## src/rtl/ppm_pkg.sv

```systemverilog
// Shared types and constants for the P6 PPM stream decoder.
// Used by ppm_front, ppm_queue, ppm_back and the top level; no dependencies.
package ppm_pkg;

    localparam int DefaultMaxDim     = 4096;
    localparam int DefaultQueueDepth = 4;

    localparam logic [7:0]  CharP     = 8'h50;
    localparam logic [7:0]  Char6     = 8'h36;
    localparam logic [7:0]  CharZero  = 8'h30;
    localparam logic [7:0]  CharNine  = 8'h39;
    localparam logic [7:0]  CharSpace = 8'h20;
    localparam logic [7:0]  CharTab   = 8'h09;
    localparam logic [7:0]  CharLf    = 8'h0A;
    localparam logic [7:0]  CharCr    = 8'h0D;
    localparam logic [7:0]  CharHash  = 8'h23;
    localparam logic [12:0] MaxvalOk  = 13'd255;
    localparam logic [12:0] AccLimit  = 13'd8191;
    localparam logic [7:0]  AlphaOpaque = 8'hFF;

    typedef enum logic [2:0] {
        PH_MAGIC_P,
        PH_MAGIC_6,
        PH_WIDTH,
        PH_HEIGHT,
        PH_MAXVAL,
        PH_PIXELS,
        PH_DRAIN
    } phase_t;

    typedef enum logic [1:0] {
        KIND_PIXEL,
        KIND_HEADER,
        KIND_ERROR
    } kind_t;

    typedef enum logic [1:0] {
        ERR_MAGIC,
        ERR_VALUE,
        ERR_TRUNC
    } err_code_t;

    typedef struct packed {
        kind_t       kind;
        logic [23:0] rgb;
        logic [12:0] width;
        logic [12:0] height;
        logic        fin;
        err_code_t   code;
    } cmd_t;

endpackage

```

## src/rtl/ppm_p6_stream_decoder.sv

```systemverilog
// Path: a result item reaches the master side through the queue entry register,
// then the output register, after the byte that caused it is accepted.
// Throughput: one byte per cycle; stalls on a full queue.
// Reset: synchronous, active-low aresetn clears the parser, the queue and the output valid.
// Top level of the P6 PPM stream decoder; instantiates ppm_front, ppm_queue
// and ppm_back, and depends on ppm_pkg.
module ppm_p6_stream_decoder
    import ppm_pkg::*;
#(
    parameter int MAX_DIM     = DefaultMaxDim,
    parameter int QUEUE_DEPTH = DefaultQueueDepth
) (
    input  logic        aclk,
    input  logic        aresetn,
    input  logic        s_tvalid,
    output logic        s_tready,
    input  logic [7:0]  s_tdata,   // data_byte[7:0]
    input  logic        s_tlast,
    output logic        m_tvalid,
    input  logic        m_tready,
    output logic [63:0] m_tdata,   // argb[31:0], width_out[44:32], height_out[57:45],
                                   // error_code[59:58], zero fill
    output logic [1:0]  m_tuser,   // kind[1:0]
    output logic        m_tlast
);

    logic push;
    cmd_t push_cmd;
    logic pop;
    cmd_t pop_cmd;
    logic not_empty;
    logic not_full;

    ppm_front #(
        .MAX_DIM(MAX_DIM)
    ) u_front (
        .aclk     (aclk),
        .aresetn  (aresetn),
        .in_valid (s_tvalid),
        .in_byte  (s_tdata),
        .in_eof   (s_tlast),
        .space_ok (not_full),
        .in_ready (s_tready),
        .push     (push),
        .cmd      (push_cmd)
    );

    ppm_queue #(
        .DEPTH(QUEUE_DEPTH)
    ) u_queue (
        .aclk      (aclk),
        .aresetn   (aresetn),
        .push      (push),
        .push_cmd  (push_cmd),
        .pop       (pop),
        .pop_cmd   (pop_cmd),
        .not_empty (not_empty),
        .not_full  (not_full)
    );

    ppm_back u_back (
        .aclk        (aclk),
        .aresetn     (aresetn),
        .q_not_empty (not_empty),
        .q_cmd       (pop_cmd),
        .q_pop       (pop),
        .m_tvalid    (m_tvalid),
        .m_tready    (m_tready),
        .m_tdata     (m_tdata),
        .m_tuser     (m_tuser),
        .m_tlast     (m_tlast)
    );

endmodule

```

## src/rtl/ppm_front.sv

```systemverilog
// Byte parser: header, comments, validation and RGB triple assembly.
// Emits one cmd_t per result into the queue; depends on ppm_pkg.
module ppm_front
    import ppm_pkg::*;
#(
    parameter int MAX_DIM = DefaultMaxDim
) (
    input  logic       aclk,
    input  logic       aresetn,
    input  logic       in_valid,
    input  logic [7:0] in_byte,
    input  logic       in_eof,
    input  logic       space_ok,
    output logic       in_ready,
    output logic       push,
    output cmd_t       cmd
);

    localparam logic [12:0] MaxDimVal = 13'(MAX_DIM);

    phase_t      phase_reg, phase_next;
    logic        in_comment_reg, in_comment_next;
    logic        in_digits_reg, in_digits_next;
    logic [12:0] number_acc_reg, number_acc_next;
    logic [12:0] width_reg, width_next;
    logic [12:0] height_reg, height_next;
    logic [24:0] pixels_left_reg, pixels_left_next;
    logic [1:0]  byte_in_triple_reg, byte_in_triple_next;
    logic [15:0] red_green_hold_reg, red_green_hold_next;

    logic        accept;
    logic        emit;
    logic        own_error;
    logic        bad;
    logic        is_digit;
    logic        is_blank;
    logic        is_hash;
    logic [16:0] acc_ext;
    logic [16:0] acc_sum;
    logic [25:0] area;
    logic [24:0] pixels_dec;

    assign in_ready = space_ok;
    assign accept   = in_valid && space_ok;
    assign push     = accept && emit;

    assign is_digit = (in_byte >= CharZero) && (in_byte <= CharNine);
    assign is_blank = (in_byte == CharSpace) || (in_byte == CharTab) ||
                      (in_byte == CharLf) || (in_byte == CharCr);
    assign is_hash  = (in_byte == CharHash);
    assign acc_ext  = {4'b0, number_acc_reg};
    assign acc_sum  = (acc_ext << 3) + (acc_ext << 1) + {13'b0, in_byte[3:0]};
    assign area     = {13'b0, width_reg} * {13'b0, height_reg};

    always_comb begin
        phase_next          = phase_reg;
        in_comment_next     = in_comment_reg;
        in_digits_next      = in_digits_reg;
        number_acc_next     = number_acc_reg;
        width_next          = width_reg;
        height_next         = height_reg;
        pixels_left_next    = pixels_left_reg;
        byte_in_triple_next = byte_in_triple_reg;
        red_green_hold_next = red_green_hold_reg;
        emit                = 1'b0;
        own_error           = 1'b0;
        bad                 = 1'b0;
        cmd                 = '0;
        pixels_dec          = pixels_left_reg;

        unique case (phase_reg)
            PH_MAGIC_P, PH_MAGIC_6: begin
                if (in_byte != ((phase_reg == PH_MAGIC_P) ? CharP : Char6)) begin
                    emit       = 1'b1;
                    own_error  = 1'b1;
                    cmd.kind   = KIND_ERROR;
                    cmd.code   = ERR_MAGIC;
                    phase_next = PH_DRAIN;
                end else begin
                    phase_next = (phase_reg == PH_MAGIC_P) ? PH_MAGIC_6 : PH_WIDTH;
                end
            end
            PH_WIDTH, PH_HEIGHT, PH_MAXVAL: begin
                if (in_comment_reg) begin
                    if (in_byte == CharLf) begin
                        in_comment_next = 1'b0;
                    end
                end else if (is_digit) begin
                    number_acc_next = (acc_sum > {4'b0, AccLimit}) ? AccLimit
                                                                 : acc_sum[12:0];
                    in_digits_next  = 1'b1;
                end else if (in_digits_reg) begin
                    if (phase_reg == PH_MAXVAL) begin
                        in_digits_next = 1'b0;
                        if (width_reg == '0 || height_reg == '0 ||
                            number_acc_reg != MaxvalOk ||
                            width_reg > MaxDimVal || height_reg > MaxDimVal) begin
                            bad = 1'b1;
                        end else begin
                            emit                = 1'b1;
                            cmd.kind            = KIND_HEADER;
                            cmd.width           = width_reg;
                            cmd.height          = height_reg;
                            pixels_left_next    = area[24:0];
                            byte_in_triple_next = 2'd0;
                            red_green_hold_next = '0;
                            phase_next          = PH_PIXELS;
                        end
                        number_acc_next = '0;
                    end else begin
                        if (phase_reg == PH_WIDTH) begin
                            width_next = number_acc_reg;
                            phase_next = PH_HEIGHT;
                        end else begin
                            height_next = number_acc_reg;
                            phase_next  = PH_MAXVAL;
                        end
                        number_acc_next = '0;
                        in_digits_next  = 1'b0;
                        bad             = !is_blank && !is_hash;
                        if (is_hash) begin
                            in_comment_next = 1'b1;
                        end
                    end
                end else begin
                    bad = !is_blank && !is_hash;
                    if (is_hash) begin
                        in_comment_next = 1'b1;
                    end
                end
                if (bad) begin
                    emit       = 1'b1;
                    own_error  = 1'b1;
                    cmd        = '0;
                    cmd.kind   = KIND_ERROR;
                    cmd.code   = ERR_VALUE;
                    phase_next = PH_DRAIN;
                end
            end
            PH_PIXELS: begin
                if (byte_in_triple_reg == 2'd0) begin
                    red_green_hold_next = {in_byte, 8'h00};
                    byte_in_triple_next = 2'd1;
                end else if (byte_in_triple_reg == 2'd1) begin
                    red_green_hold_next = {red_green_hold_reg[15:8], in_byte};
                    byte_in_triple_next = 2'd2;
                end else begin
                    if (pixels_left_reg != '0) begin
                        pixels_dec = pixels_left_reg - 25'd1;
                    end
                    pixels_left_next    = pixels_dec;
                    emit                = 1'b1;
                    cmd.kind            = KIND_PIXEL;
                    cmd.rgb             = {red_green_hold_reg, in_byte};
                    cmd.fin             = (pixels_dec == '0);
                    byte_in_triple_next = 2'd0;
                    if (pixels_dec == '0) begin
                        phase_next = PH_DRAIN;
                    end
                end
            end
            PH_DRAIN: begin
                phase_next = PH_DRAIN;
            end
            default: begin
                phase_next = PH_DRAIN;
            end
        endcase

        if (in_eof) begin
            if (phase_next != PH_DRAIN && !own_error) begin
                emit     = 1'b1;
                cmd      = '0;
                cmd.kind = KIND_ERROR;
                cmd.code = ERR_TRUNC;
            end
            phase_next          = PH_MAGIC_P;
            in_comment_next     = 1'b0;
            in_digits_next      = 1'b0;
            number_acc_next     = '0;
            width_next          = '0;
            height_next         = '0;
            pixels_left_next    = '0;
            byte_in_triple_next = 2'd0;
            red_green_hold_next = '0;
        end
    end

    always_ff @(posedge aclk) begin
        if (!aresetn) begin
            phase_reg          <= PH_MAGIC_P;
            in_comment_reg     <= 1'b0;
            in_digits_reg      <= 1'b0;
            number_acc_reg     <= '0;
            width_reg          <= '0;
            height_reg         <= '0;
            pixels_left_reg    <= '0;
            byte_in_triple_reg <= 2'd0;
            red_green_hold_reg <= '0;
        end else if (accept) begin
            phase_reg          <= phase_next;
            in_comment_reg     <= in_comment_next;
            in_digits_reg      <= in_digits_next;
            number_acc_reg     <= number_acc_next;
            width_reg          <= width_next;
            height_reg         <= height_next;
            pixels_left_reg    <= pixels_left_next;
            byte_in_triple_reg <= byte_in_triple_next;
            red_green_hold_reg <= red_green_hold_next;
        end
    end

`ifndef SYNTH
    a_pixels_have_size: assert property (@(posedge aclk) disable iff (!aresetn)
        (phase_reg == PH_PIXELS) |-> (width_reg != '0 && height_reg != '0))
        else $error("pixel phase entered with a zero dimension");
    a_pixels_left_nonzero: assert property (@(posedge aclk) disable iff (!aresetn)
        (phase_reg == PH_PIXELS) |-> (pixels_left_reg != '0))
        else $error("pixel phase with no pixels left");
    a_triple_in_range: assert property (@(posedge aclk) disable iff (!aresetn)
        byte_in_triple_reg != 2'd3)
        else $error("triple byte counter out of range");
`endif

endmodule

```

## src/rtl/ppm_queue.sv

```systemverilog
// Short FIFO of parsed result commands between the parser and the output stage.
// Depends on ppm_pkg for cmd_t.
module ppm_queue
    import ppm_pkg::*;
#(
    parameter int DEPTH = DefaultQueueDepth
) (
    input  logic aclk,
    input  logic aresetn,
    input  logic push,
    input  cmd_t push_cmd,
    input  logic pop,
    output cmd_t pop_cmd,
    output logic not_empty,
    output logic not_full
);

    localparam int AddrW  = $clog2(DEPTH);
    localparam int CountW = $clog2(DEPTH + 1);

    cmd_t              entry_reg [DEPTH];
    logic [AddrW-1:0]  wr_ptr_reg, wr_ptr_next;
    logic [AddrW-1:0]  rd_ptr_reg, rd_ptr_next;
    logic [CountW-1:0] count_reg, count_next;

    assign not_empty = (count_reg != '0);
    assign not_full  = (count_reg != CountW'(DEPTH));
    assign pop_cmd   = entry_reg[rd_ptr_reg];

    always_comb begin
        wr_ptr_next = wr_ptr_reg;
        rd_ptr_next = rd_ptr_reg;
        count_next  = count_reg;
        if (push) begin
            wr_ptr_next = (wr_ptr_reg == AddrW'(DEPTH - 1)) ? '0 : wr_ptr_reg + 1'b1;
        end
        if (pop) begin
            rd_ptr_next = (rd_ptr_reg == AddrW'(DEPTH - 1)) ? '0 : rd_ptr_reg + 1'b1;
        end
        if (push && !pop) begin
            count_next = count_reg + 1'b1;
        end else if (pop && !push) begin
            count_next = count_reg - 1'b1;
        end
    end

    always_ff @(posedge aclk) begin
        if (!aresetn) begin
            wr_ptr_reg <= '0;
            rd_ptr_reg <= '0;
            count_reg  <= '0;
        end else begin
            wr_ptr_reg <= wr_ptr_next;
            rd_ptr_reg <= rd_ptr_next;
            count_reg  <= count_next;
        end
    end

    always_ff @(posedge aclk) begin
        if (push) begin
            entry_reg[wr_ptr_reg] <= push_cmd;
        end
    end

`ifndef SYNTH
    a_count_bound: assert property (@(posedge aclk) disable iff (!aresetn)
        count_reg <= CountW'(DEPTH))
        else $error("queue count above depth");
    a_no_overflow: assert property (@(posedge aclk) disable iff (!aresetn)
        push |-> not_full)
        else $error("push into a full queue");
    a_no_underflow: assert property (@(posedge aclk) disable iff (!aresetn)
        pop |-> not_empty)
        else $error("pop from an empty queue");
`endif

endmodule

```

## src/rtl/ppm_back.sv

```systemverilog
// Output stage: formats queued commands into result items and holds them
// in a register until the downstream side takes them. Depends on ppm_pkg.
module ppm_back
    import ppm_pkg::*;
(
    input  logic        aclk,
    input  logic        aresetn,
    input  logic        q_not_empty,
    input  cmd_t        q_cmd,
    output logic        q_pop,
    output logic        m_tvalid,
    input  logic        m_tready,
    output logic [63:0] m_tdata,
    output logic [1:0]  m_tuser,
    output logic        m_tlast
);

    logic        valid_reg;
    kind_t       kind_reg;
    logic [31:0] argb_reg;
    logic [12:0] width_reg;
    logic [12:0] height_reg;
    logic        fin_reg;
    err_code_t   code_reg;

    assign q_pop    = q_not_empty && (!valid_reg || m_tready);
    assign m_tvalid = valid_reg;
    assign m_tuser  = kind_reg;
    assign m_tlast  = fin_reg;
    assign m_tdata  = {4'b0, code_reg, height_reg, width_reg, argb_reg};

    always_ff @(posedge aclk) begin
        if (!aresetn) begin
            valid_reg <= 1'b0;
        end else if (q_pop) begin
            valid_reg <= 1'b1;
        end else if (m_tready) begin
            valid_reg <= 1'b0;
        end
    end

    always_ff @(posedge aclk) begin
        if (q_pop) begin
            kind_reg   <= q_cmd.kind;
            argb_reg   <= (q_cmd.kind == KIND_PIXEL) ? {AlphaOpaque, q_cmd.rgb} : '0;
            width_reg  <= q_cmd.width;
            height_reg <= q_cmd.height;
            fin_reg    <= q_cmd.fin;
            code_reg   <= q_cmd.code;
        end
    end

endmodule
```

## config.mk

```make
export PLATFORM = sky130hd
export DESIGN_NAME = ppm_p6_stream_decoder
export DESIGN_NICKNAME = d
export VERILOG_FILES = /design/src/rtl/ppm_pkg.sv /design/src/rtl/ppm_p6_stream_decoder.sv /design/src/rtl/ppm_front.sv /design/src/rtl/ppm_queue.sv /design/src/rtl/ppm_back.sv
export SDC_FILE = /design/constraint.sdc
export NUM_CORES = 1
export LEC_CHECK = 0
export BUFFER_PORTS_ARGS = -buffer_cell sky130_fd_sc_hd__buf_2
export CORE_ASPECT_RATIO = 1.4
export CORE_MARGIN = 2
export CORE_UTILIZATION = 55
export CTS_BUF_LIST = sky130_fd_sc_hd__clkbuf_8
export DETAILED_ROUTE_END_ITERATION = 8
export GPL_TIMING_DRIVEN = 0
export PLACE_DENSITY = 0.71
export SLEW_MARGIN = 20
export SYNTH_ARGS = -nofsm -noshare
export SYNTH_HDL_FRONTEND = slang
export SYNTH_SLANG_ARGS = --single-unit
```

## constraint.sdc

```tcl
create_clock -name aclk -period 7.6 [get_ports aclk]
set_clock_uncertainty 0.2 [all_clocks]
set_input_delay 1.52 -clock aclk [delete_from_list [all_inputs] [get_ports aclk]]
set_output_delay 1.52 -clock aclk [all_outputs]
set_load 0.01 [all_outputs]
```

==> run_results.csv, run 1 <==
group,metric,value,unit
outcome,status,"complete, no violations",
final_layout,syn_to_final_growth,10.52,%
worst_setup_path,rrSetupSlack,0.88,ns
route,wl,48180,um
final_layout,largest_reg_flops,220,
route,vias_per_cell,5.743,
timing,max_slew_margin,39.11,%
cts,cts_tree,"yes",
route,wl_per_cell,19.80,um
min_path,worstHoldPathCells,2,
placement,gp_congestion,0.9043,
yosys,yosys_warnings,0,
worst_setup_path,endpoint_kind,"register",
timing,min_period_over_period,88.43,%
floorplan,die_w,170.2,um
yosys,async_reset_ff_share,0,%
yosys,yosysUniqueCellTypes,73,
timing,hold_viol_final,0,
final_layout,finalInstanceArea,23500,um2
route,post-route-drc-count,0,
yosys,synth_flop_cell,"edfxtp_1",
yosys,syn_area,21260,um2
cts,htreeDepth,2,
route,first_pass_iters,5,
cts,insertion_delay,0.61,ns
worst_setup_path,path_max_fanout,10,
yosys,ys_ff_latch,373,
final_layout,drive_gt1_share,12.89,%
worst_setup_path,reg2reg_from,"u_front.width_reg[6]$_SDFFE_PN0P_",
global_route,grt_pass1_wl,77270,um
cts,cts_hold_buf,0,
yosys,syn_inst,1771,
min_path,hp-start,"u_front.red_green_hold_reg[15]$_SDFFE_PN0P_",
yosys,syn_avg_cell_area,12.01,um2
worst_setup_path,rr_worst_depth,22,
global_route,busiest_layer,"met2",
floorplan,die_h,236.7,um
placement,io_buffers,76,
timing,worstMarginPinSlew,0.9133,ns
cts,cts-root-buf,"clkbuf_8",
floorplan,start_util,55.54,%
yosys,yosysSeqAreaShare,48.11,%
global_route,grt_max_degree,32,
worst_setup_path,cp.arrival,7.00,ns
route,drt.antenna.violating_nets,0,
route,via_count,13980,
worst_setup_path,crit_required,7.88,ns
global_route,grtUsageTotal,24.77,%
timing,rsz0062_at_grt,"false",
placement,place_area,22410,um2
floorplan,core,38290,um2
power_and_ir_drop,leakagePower,9.600,nW
global_route,globalRouteOverflowTotal,0,
floorplan,dieArea,40270,um2
floorplan,rows,85,
cts,cts_resized,0,
route,drtIter0Drc,898,
min_path,hold_class,"register to register",
cts,clkSinkCount,373,
worst_setup_path,reg2reg_to,"u_front.pixels_left_reg[23]$_SDFFE_PN0P_",
worst_setup_path,cp-start-kind,"register",
yosys,synth-edff-count,276,
placement,post-place-ws,0.8465,ns
placement,dp_hpwl,35750,um
min_path,min_to,"u_front.red_green_hold_reg[15]$_SDFFE_PN0P_",
final_layout,utilization,61.38,%
timing,fin_hold_ws,0.2540,ns
final_layout,fin_nets,2148,
job,maxCapViolations,0,
floorplan,ios,82,
timing,period_minus_slack,6.721,ns
power_and_ir_drop,worst_ir_drop_vdd,132.8,uV
cts,path_clk_slew,0.07,ns
power_and_ir_drop,power.density,231.8,nW/um2
global_route,grt_pass1_vias,14580,
global_route,antenna_found_initial,1,
global_route,use_met3,2.775,%
cts,cts_buffers,53,
timing,finalMaxSlewViolations,0,
cts,postCtsSetupBuffers,0,
global_route,met1_usage,29.74,%
timing,tns,0,ns
final_layout,n_fill_cell,3042,
global_route,use_met2,44.72,%
timing,max_freq,0.1488,GHz
worst_setup_path,worstSetupPathType,"register to register",
timing,setup_viol,0,
cts,cts_buffer_depth,3,
timing,fin_ws,0.8790,ns
==> kinds of logic (layout without fill, tap and decap cells) <==
kind of cell,count (synthesis),in the layout,synth area share (%)
buffers and inverters,252,433,4.666
other,1,5,0.01764
and+or+nand+nor,565,565,13.52
xor gates and xnor gates,33,33,1.359
DFF,373,373,48.11
AOI/OAI and AO/OA,223,223,6.843
muxes,100,100,7.961
adders and majority gates,224,224,17.52
==> placed cells by master (no fill, tap or decap), drive strengths merged, types with 5 or more instances in the layout <==
master and n:
a21oi 56, clkbuf 125, inv 182, nor3 19
o21a 7, nor2 92, a211oi 10, dfxtp 97
a41oi 5, a21o 14, and2 121, mux4 55
nand3 24, buf 109, ha 101, mux2i 42
nand2b 6, clkinv 11, a2111oi 5, and3 6
o21ai 59, edfxtp 276, nand4 6, or3 7
nor2b 49, or4 6, and4 6, xor2 11
nor4 21, xnor2 22, or2 7, a221o 9
fa 123, a31oi 13, nand2 183
==> Yosys cell counts, types with 7 or more instances <==
cell type  count  area [um2]
fa_1         123        2462
buf_1         12       45.04
nand2_1      183       686.9
ha_1         101        1264
nor2_1        91       341.6
nor3_1        19       95.09
nand3_1       24       120.1
a31oi_1       12       75.07
nor2b_1       49       306.5
or3_1          7       43.79
edfxtp_1     276        8288
a211oi_1      10       75.07
xor2_1        11       96.34
o21ai_0       57       285.3
a21oi_1       56       280.3
nor4_1        20       125.1
mux4_2        55        1239
and2_1       121       757.0
o21a_1         7       52.55
mux2i_1       42       420.4
dfxtp_1       97        1942
inv_1        157       589.3
xnor2_1       22       192.7
a221o_1        9       90.09
clkbuf_1      67       251.5
a21o_1        14       105.1
buf_4         11       82.58
==> metrics by stage <==
| step | instances | total power, mW |
|---|---|---|
| 3_5_place_dp | 2334 | 3.917 |
| 4_1_cts | 2433 | 5.511 |
| 6_report | 2434 | 5.447 |
| 2_1_floorplan | 1774 | 3.483 |
| 3_3_place_gp | 2328 | 3.859 |
| 5_1_grt | 2434 | 5.702 |
==> critical path: stages (launching register included) <==
cell and delay [ns]:
dfxtp_1 0.60, clkbuf_1 0.55, nand2_1 0.18, fa_1 0.57
inv_1 0.05, fa_1 0.47, inv_1 0.06, fa_1 0.50
inv_1 0.04, ha_1 0.26, inv_1 0.05, fa_1 0.47
inv_1 0.04, ha_1 0.31, o21a_1 0.14, a2111oi_0 0.62
o31ai_1 0.21, o31a_1 0.31, a41oi_1 0.22, a21oi_1 0.16
a41oi_1 0.31, mux2i_1 0.21, o21ai_0 0.08
==> worst max-delay path by stage <==
stage	startpoint	end	slack, ns	cells past startpoint
2_1_floorplan	m_tready	u_queue.count_reg[2]$_SDFFE_PN0P_	1.51	9
3_3_place_gp	m_tready	u_queue.count_reg[2]$_SDFFE_PN0P_	0.11	10
3_5_place_dp	u_front.width_reg[6]$_SDFFE_PN0P_	u_front.pixels_left_reg[23]$_SDFFE_PN0P_	0.85	22
4_1_cts	u_front.width_reg[6]$_SDFFE_PN0P_	u_front.pixels_left_reg[23]$_SDFFE_PN0P_	0.83	22
5_1_grt	u_front.width_reg[6]$_SDFFE_PN0P_	u_front.pixels_left_reg[21]$_SDFFE_PN0P_	0.50	22
6_report	u_front.width_reg[6]$_SDFFE_PN0P_	u_front.pixels_left_reg[23]$_SDFFE_PN0P_	0.88	22
==> report_power, final <==
group          leakage [nW]  switching, mW  total [mW]  internal, mW
Clock                 0.640          0.749        1.60         0.846
Sequential             3.50         0.0769        2.63          2.56
Combinational          5.46          0.662        1.22         0.556
==> metal layers <==
metal,wire (um),vias up
met5,0,-
li1,-,6509
met2,25590,375
met1,18760,6981
met4,2003,0
met3,1833,114
==> layout make-up <==
class,instances,area [um2],area share (%)
inverter,158,593.1,2.524
timing repair buffer,82,515.5,2.193
tap,478,598.1,2.545
clock inverter,41,290.3,1.235
clock buffer,58,798.3,3.397
buffer,94,399.1,1.698
multi-input combinational,1149,10070,42.87
sequential,373,10230,43.53
antenna,1,2.502,0.01065
Note: power is estimated with default switching activity, not from simulation.
==> inputs of run 2 (changes only) <==
--- a/config.mk
+++ b/config.mk
@@ -6,6 +6,7 @@
 export NUM_CORES = 1
 export LEC_CHECK = 0
 export BUFFER_PORTS_ARGS = -buffer_cell sky130_fd_sc_hd__buf_2
+export CAP_MARGIN = 10
 export CORE_ASPECT_RATIO = 1.4
 export CORE_MARGIN = 2
 export CORE_UTILIZATION = 55
@@ -16,4 +17,5 @@
 export SLEW_MARGIN = 20
 export SYNTH_ARGS = -nofsm -noshare
 export SYNTH_HDL_FRONTEND = slang
+export SYNTH_HIERARCHICAL = 1
 export SYNTH_SLANG_ARGS = --single-unit
==> run 2 against run 1 <==
Via count grew 6.3%. Flip-flop and latch count unchanged. Critical path depth decreased by 4. Total power decreased by 0.15%. Die area up 3.9%. Clock-buffer cell count increased by 6. Core utilization is 0.43 points higher. Sequential power barely moved.
==> run_results.csv, run 2 <==
group,metric,value,unit
outcome,status,"complete, no violations",
route,wl,51840,um
yosys,synth_most_common_cell,"edfxtp_1",
route,first_pass_iters,5,
cts,cts_buffers,56,
job,maxCapViolations,0,
min_path,hold_class,"register to register",
yosys,ys_ff_latch,373,
timing,tns,0,ns
timing,setup_viol,0,
timing,min_period_over_period,86.05,%
cts,cts_buffer_depth,3,
floorplan,rows,86,
yosys,synth-edff-count,276,
route,post-route-drc-count,0,
route,wl_per_cell,20.16,um
yosys,yosys_warnings,6,
route,drt.antenna.violating_nets,0,
placement,io_buffers,76,
route,vias_per_cell,5.782,
worst_setup_path,worstSetupPathType,"register to register",
yosys,yosysSeqAreaShare,46.27,%
timing,worstMarginPinSlew,0.9089,ns
yosys,synth_flop_cell,"edfxtp_1",
global_route,grtUsageTotal,25.11,%
timing,max_slew_margin,38.85,%
yosys,synth-adder-area-share,16.85,%
yosys,syn_area,22110,um2
route,via_count,14870,
timing,hold_viol_final,0,
worst_setup_path,endpoint_kind,"register",
placement,post-place-ws,0.9922,ns
floorplan,die_h,241.2,um
final_layout,final_common_cell,"edfxtp_1",
worst_setup_path,critPathTopFamily,"adder cells",
global_route,grt_pass1_vias,15190,
final_layout,layout_common_cells,"276 x edfxtp_1, 219 x inv_1, 159 x nand2_1",
timing,fin_ws,1.060,ns
yosys,synthTopCellsByCount,"276 x edfxtp_1, 199 x inv_1, 159 x nand2_1",
floorplan,core,39490,um2
worst_setup_path,cp-start-kind,"register",
cts,cts_tree,"yes",
yosys,synth_area_leaders,"edfxtp_1 37%, fa_1 11%, dfxtp_1 8.8%",
cts,postCtsSetupBuffers,0,
timing,max_freq,0.1529,GHz
timing,finalMaxSlewViolations,0,
worst_setup_path,cp_common_cell,"fa_1",
worst_setup_path,cp_slowest_cell,"fa_1",
cts,insertion_delay,0.61,ns
cts,path_clk_slew,0.06,ns
floorplan,ios,82,
yosys,syn_inst,1852,
power_and_ir_drop,total_power,5.439,mW
placement,gp_congestion,0.9253,
yosys,synth_top_area_cell,"edfxtp_1",
yosys,synthMuxAreaShare,7.691,%
yosys,synth_compound_area_share,7.046,%
global_route,grt_max_degree,47,
yosys,async_reset_ff_share,0,%
worst_setup_path,critPathBufInv,5,
global_route,globalRouteOverflowTotal,0,
cts,htreeDepth,2,
floorplan,dieArea,41840,um2
cts,cts-root-buf,"clkbuf_8",
global_route,grt_pass1_wl,81940,um
floorplan,start_util,55.99,%
yosys,synth-simple-area-share,14.60,%
timing,rsz0062_at_grt,"false",
cts,clkSinkCount,373,
final_layout,fin_nets,2233,
timing,period_minus_slack,6.540,ns
yosys,yosysUniqueCellTypes,87,
yosys,synth_top_family_by_area,"adder cells",
power_and_ir_drop,worst_ir_drop_vdd,136.7,uV
worst_setup_path,cp_slowest_stage_delay,0.57,ns
yosys,synth_xor_area_share,1.347,%
worst_setup_path,path_cells,"clkbuf_1 > clkbuf_1 > nand2_1 > fa_1 > fa_1 > inv_1 > fa_1 > fa_1 > inv_1 > fa_1 > inv_1 > ha_1 > and3_1 > a211oi_1 > o21bai_1 > a21oi_1 > xnor2_1 > a221o_1",
yosys,synth_top_area_share,37.49,%
worst_setup_path,path_max_fanout,10,
final_layout,largest_reg_flops,220,
yosys,syn_avg_cell_area,11.94,um2
cts,cts_hold_buf,0,
worst_setup_path,cp.arrival,6.84,ns
placement,dp_hpwl,38590,um
cts,cts_resized,0,
power_and_ir_drop,power.density,222.8,nW/um2
floorplan,die_w,173.4,um
power_and_ir_drop,leakagePower,9.607,nW
route,drtIter0Drc,1180,
final_layout,syn_to_final_growth,10.41,%
worst_setup_path,crit_required,7.90,ns
global_route,antenna_found_initial,1,
final_layout,drive_gt1_share,14.20,%
## run 2: changes by cell type after synthesis, sizes merged, moves of 5 or more
cell,change
or2,-5
a221o,+5
nor3,+9
nand2,-23
or3,+6
inv,+41
nor2,-11
and2,+18
nor2b,-23
buf,+12
a21oi,-11
o21ai,+14
nor4,+6
nor3b,+31
## run 2: final timing paths
path | from | to | slack [ns] | cells past startpoint
worst max-delay path | u_front/height_reg[12]$_SDFFE_PN0P_ | u_front/pixels_left_reg[17]$_SDFFE_PN0P_ | 1.06 | 18
worst min-delay path | u_front/red_green_hold_reg[14]$_SDFFE_PN0P_ | u_front/red_green_hold_reg[14]$_SDFFE_PN0P_ | 0.26 | 2
worst max register to register | u_front/height_reg[12]$_SDFFE_PN0P_ | u_front/pixels_left_reg[17]$_SDFFE_PN0P_ | 1.06 | 18
worst min register to register | u_front/red_green_hold_reg[14]$_SDFFE_PN0P_ | u_front/red_green_hold_reg[14]$_SDFFE_PN0P_ | 0.26 | 2
## run 2: cell families after synthesis
family | Yosys count
AND/OR/NAND/NOR | 578
flip-flops | 373
buffers and inverters | 305
AO/OA/AOI/OAI | 238
adder cells (fa/ha/maj) | 224
multiplexers | 99
XOR/XNOR | 34
other | 1
## run 2: tightest hold or removal path, stage by stage (launching register included)
cell and delay, ns:
dfxtp_1 0.31, nand2_1 0.05, mux2i_1 0.05
## run 2: area by class of cell
type	count	area (um2)
Clock inverter	40	182.7
Inverter	200	750.7
Timing Repair Buffer	83	535.5
Clock buffer	64	880.8
Antenna cell	1	2.502
Multi-Input combinational cell	1177	10550
Tap cell	528	660.6
Buffer	105	614.3
Sequential cell	373	10230
Fill cell	3154	15080
## run 2: layer usage
metal	share of wire (%)	up-vias	track usage [%]
li1	-	6801	-
met3	4.8	143	3.092
met5	0	-	0
met4	4.6	0	11.89
met1	37	7467	28.90
met2	53	455	46.68
## run 2: power by group
group / switching [mW] / total, mW / internal [mW]
combinational: 0.654 / 1.26 / 0.608
clock: 0.761 / 1.53 / 0.772
sequential: 0.0780 / 2.64 / 2.57
## run 2: stage by stage
stage          util [%]  instance area, um2  hold slack, ns  cells
2_1_floorplan         -               22120          0.2334   1855
3_3_place_gp      58.65               23160          0.2443   2459
3_5_place_dp      59.10               23340          0.2501   2466
4_1_cts           61.80               24400          0.2588   2570
5_1_grt           61.81               24410          0.2827   2571
6_report          61.81               24410          0.2583   2571
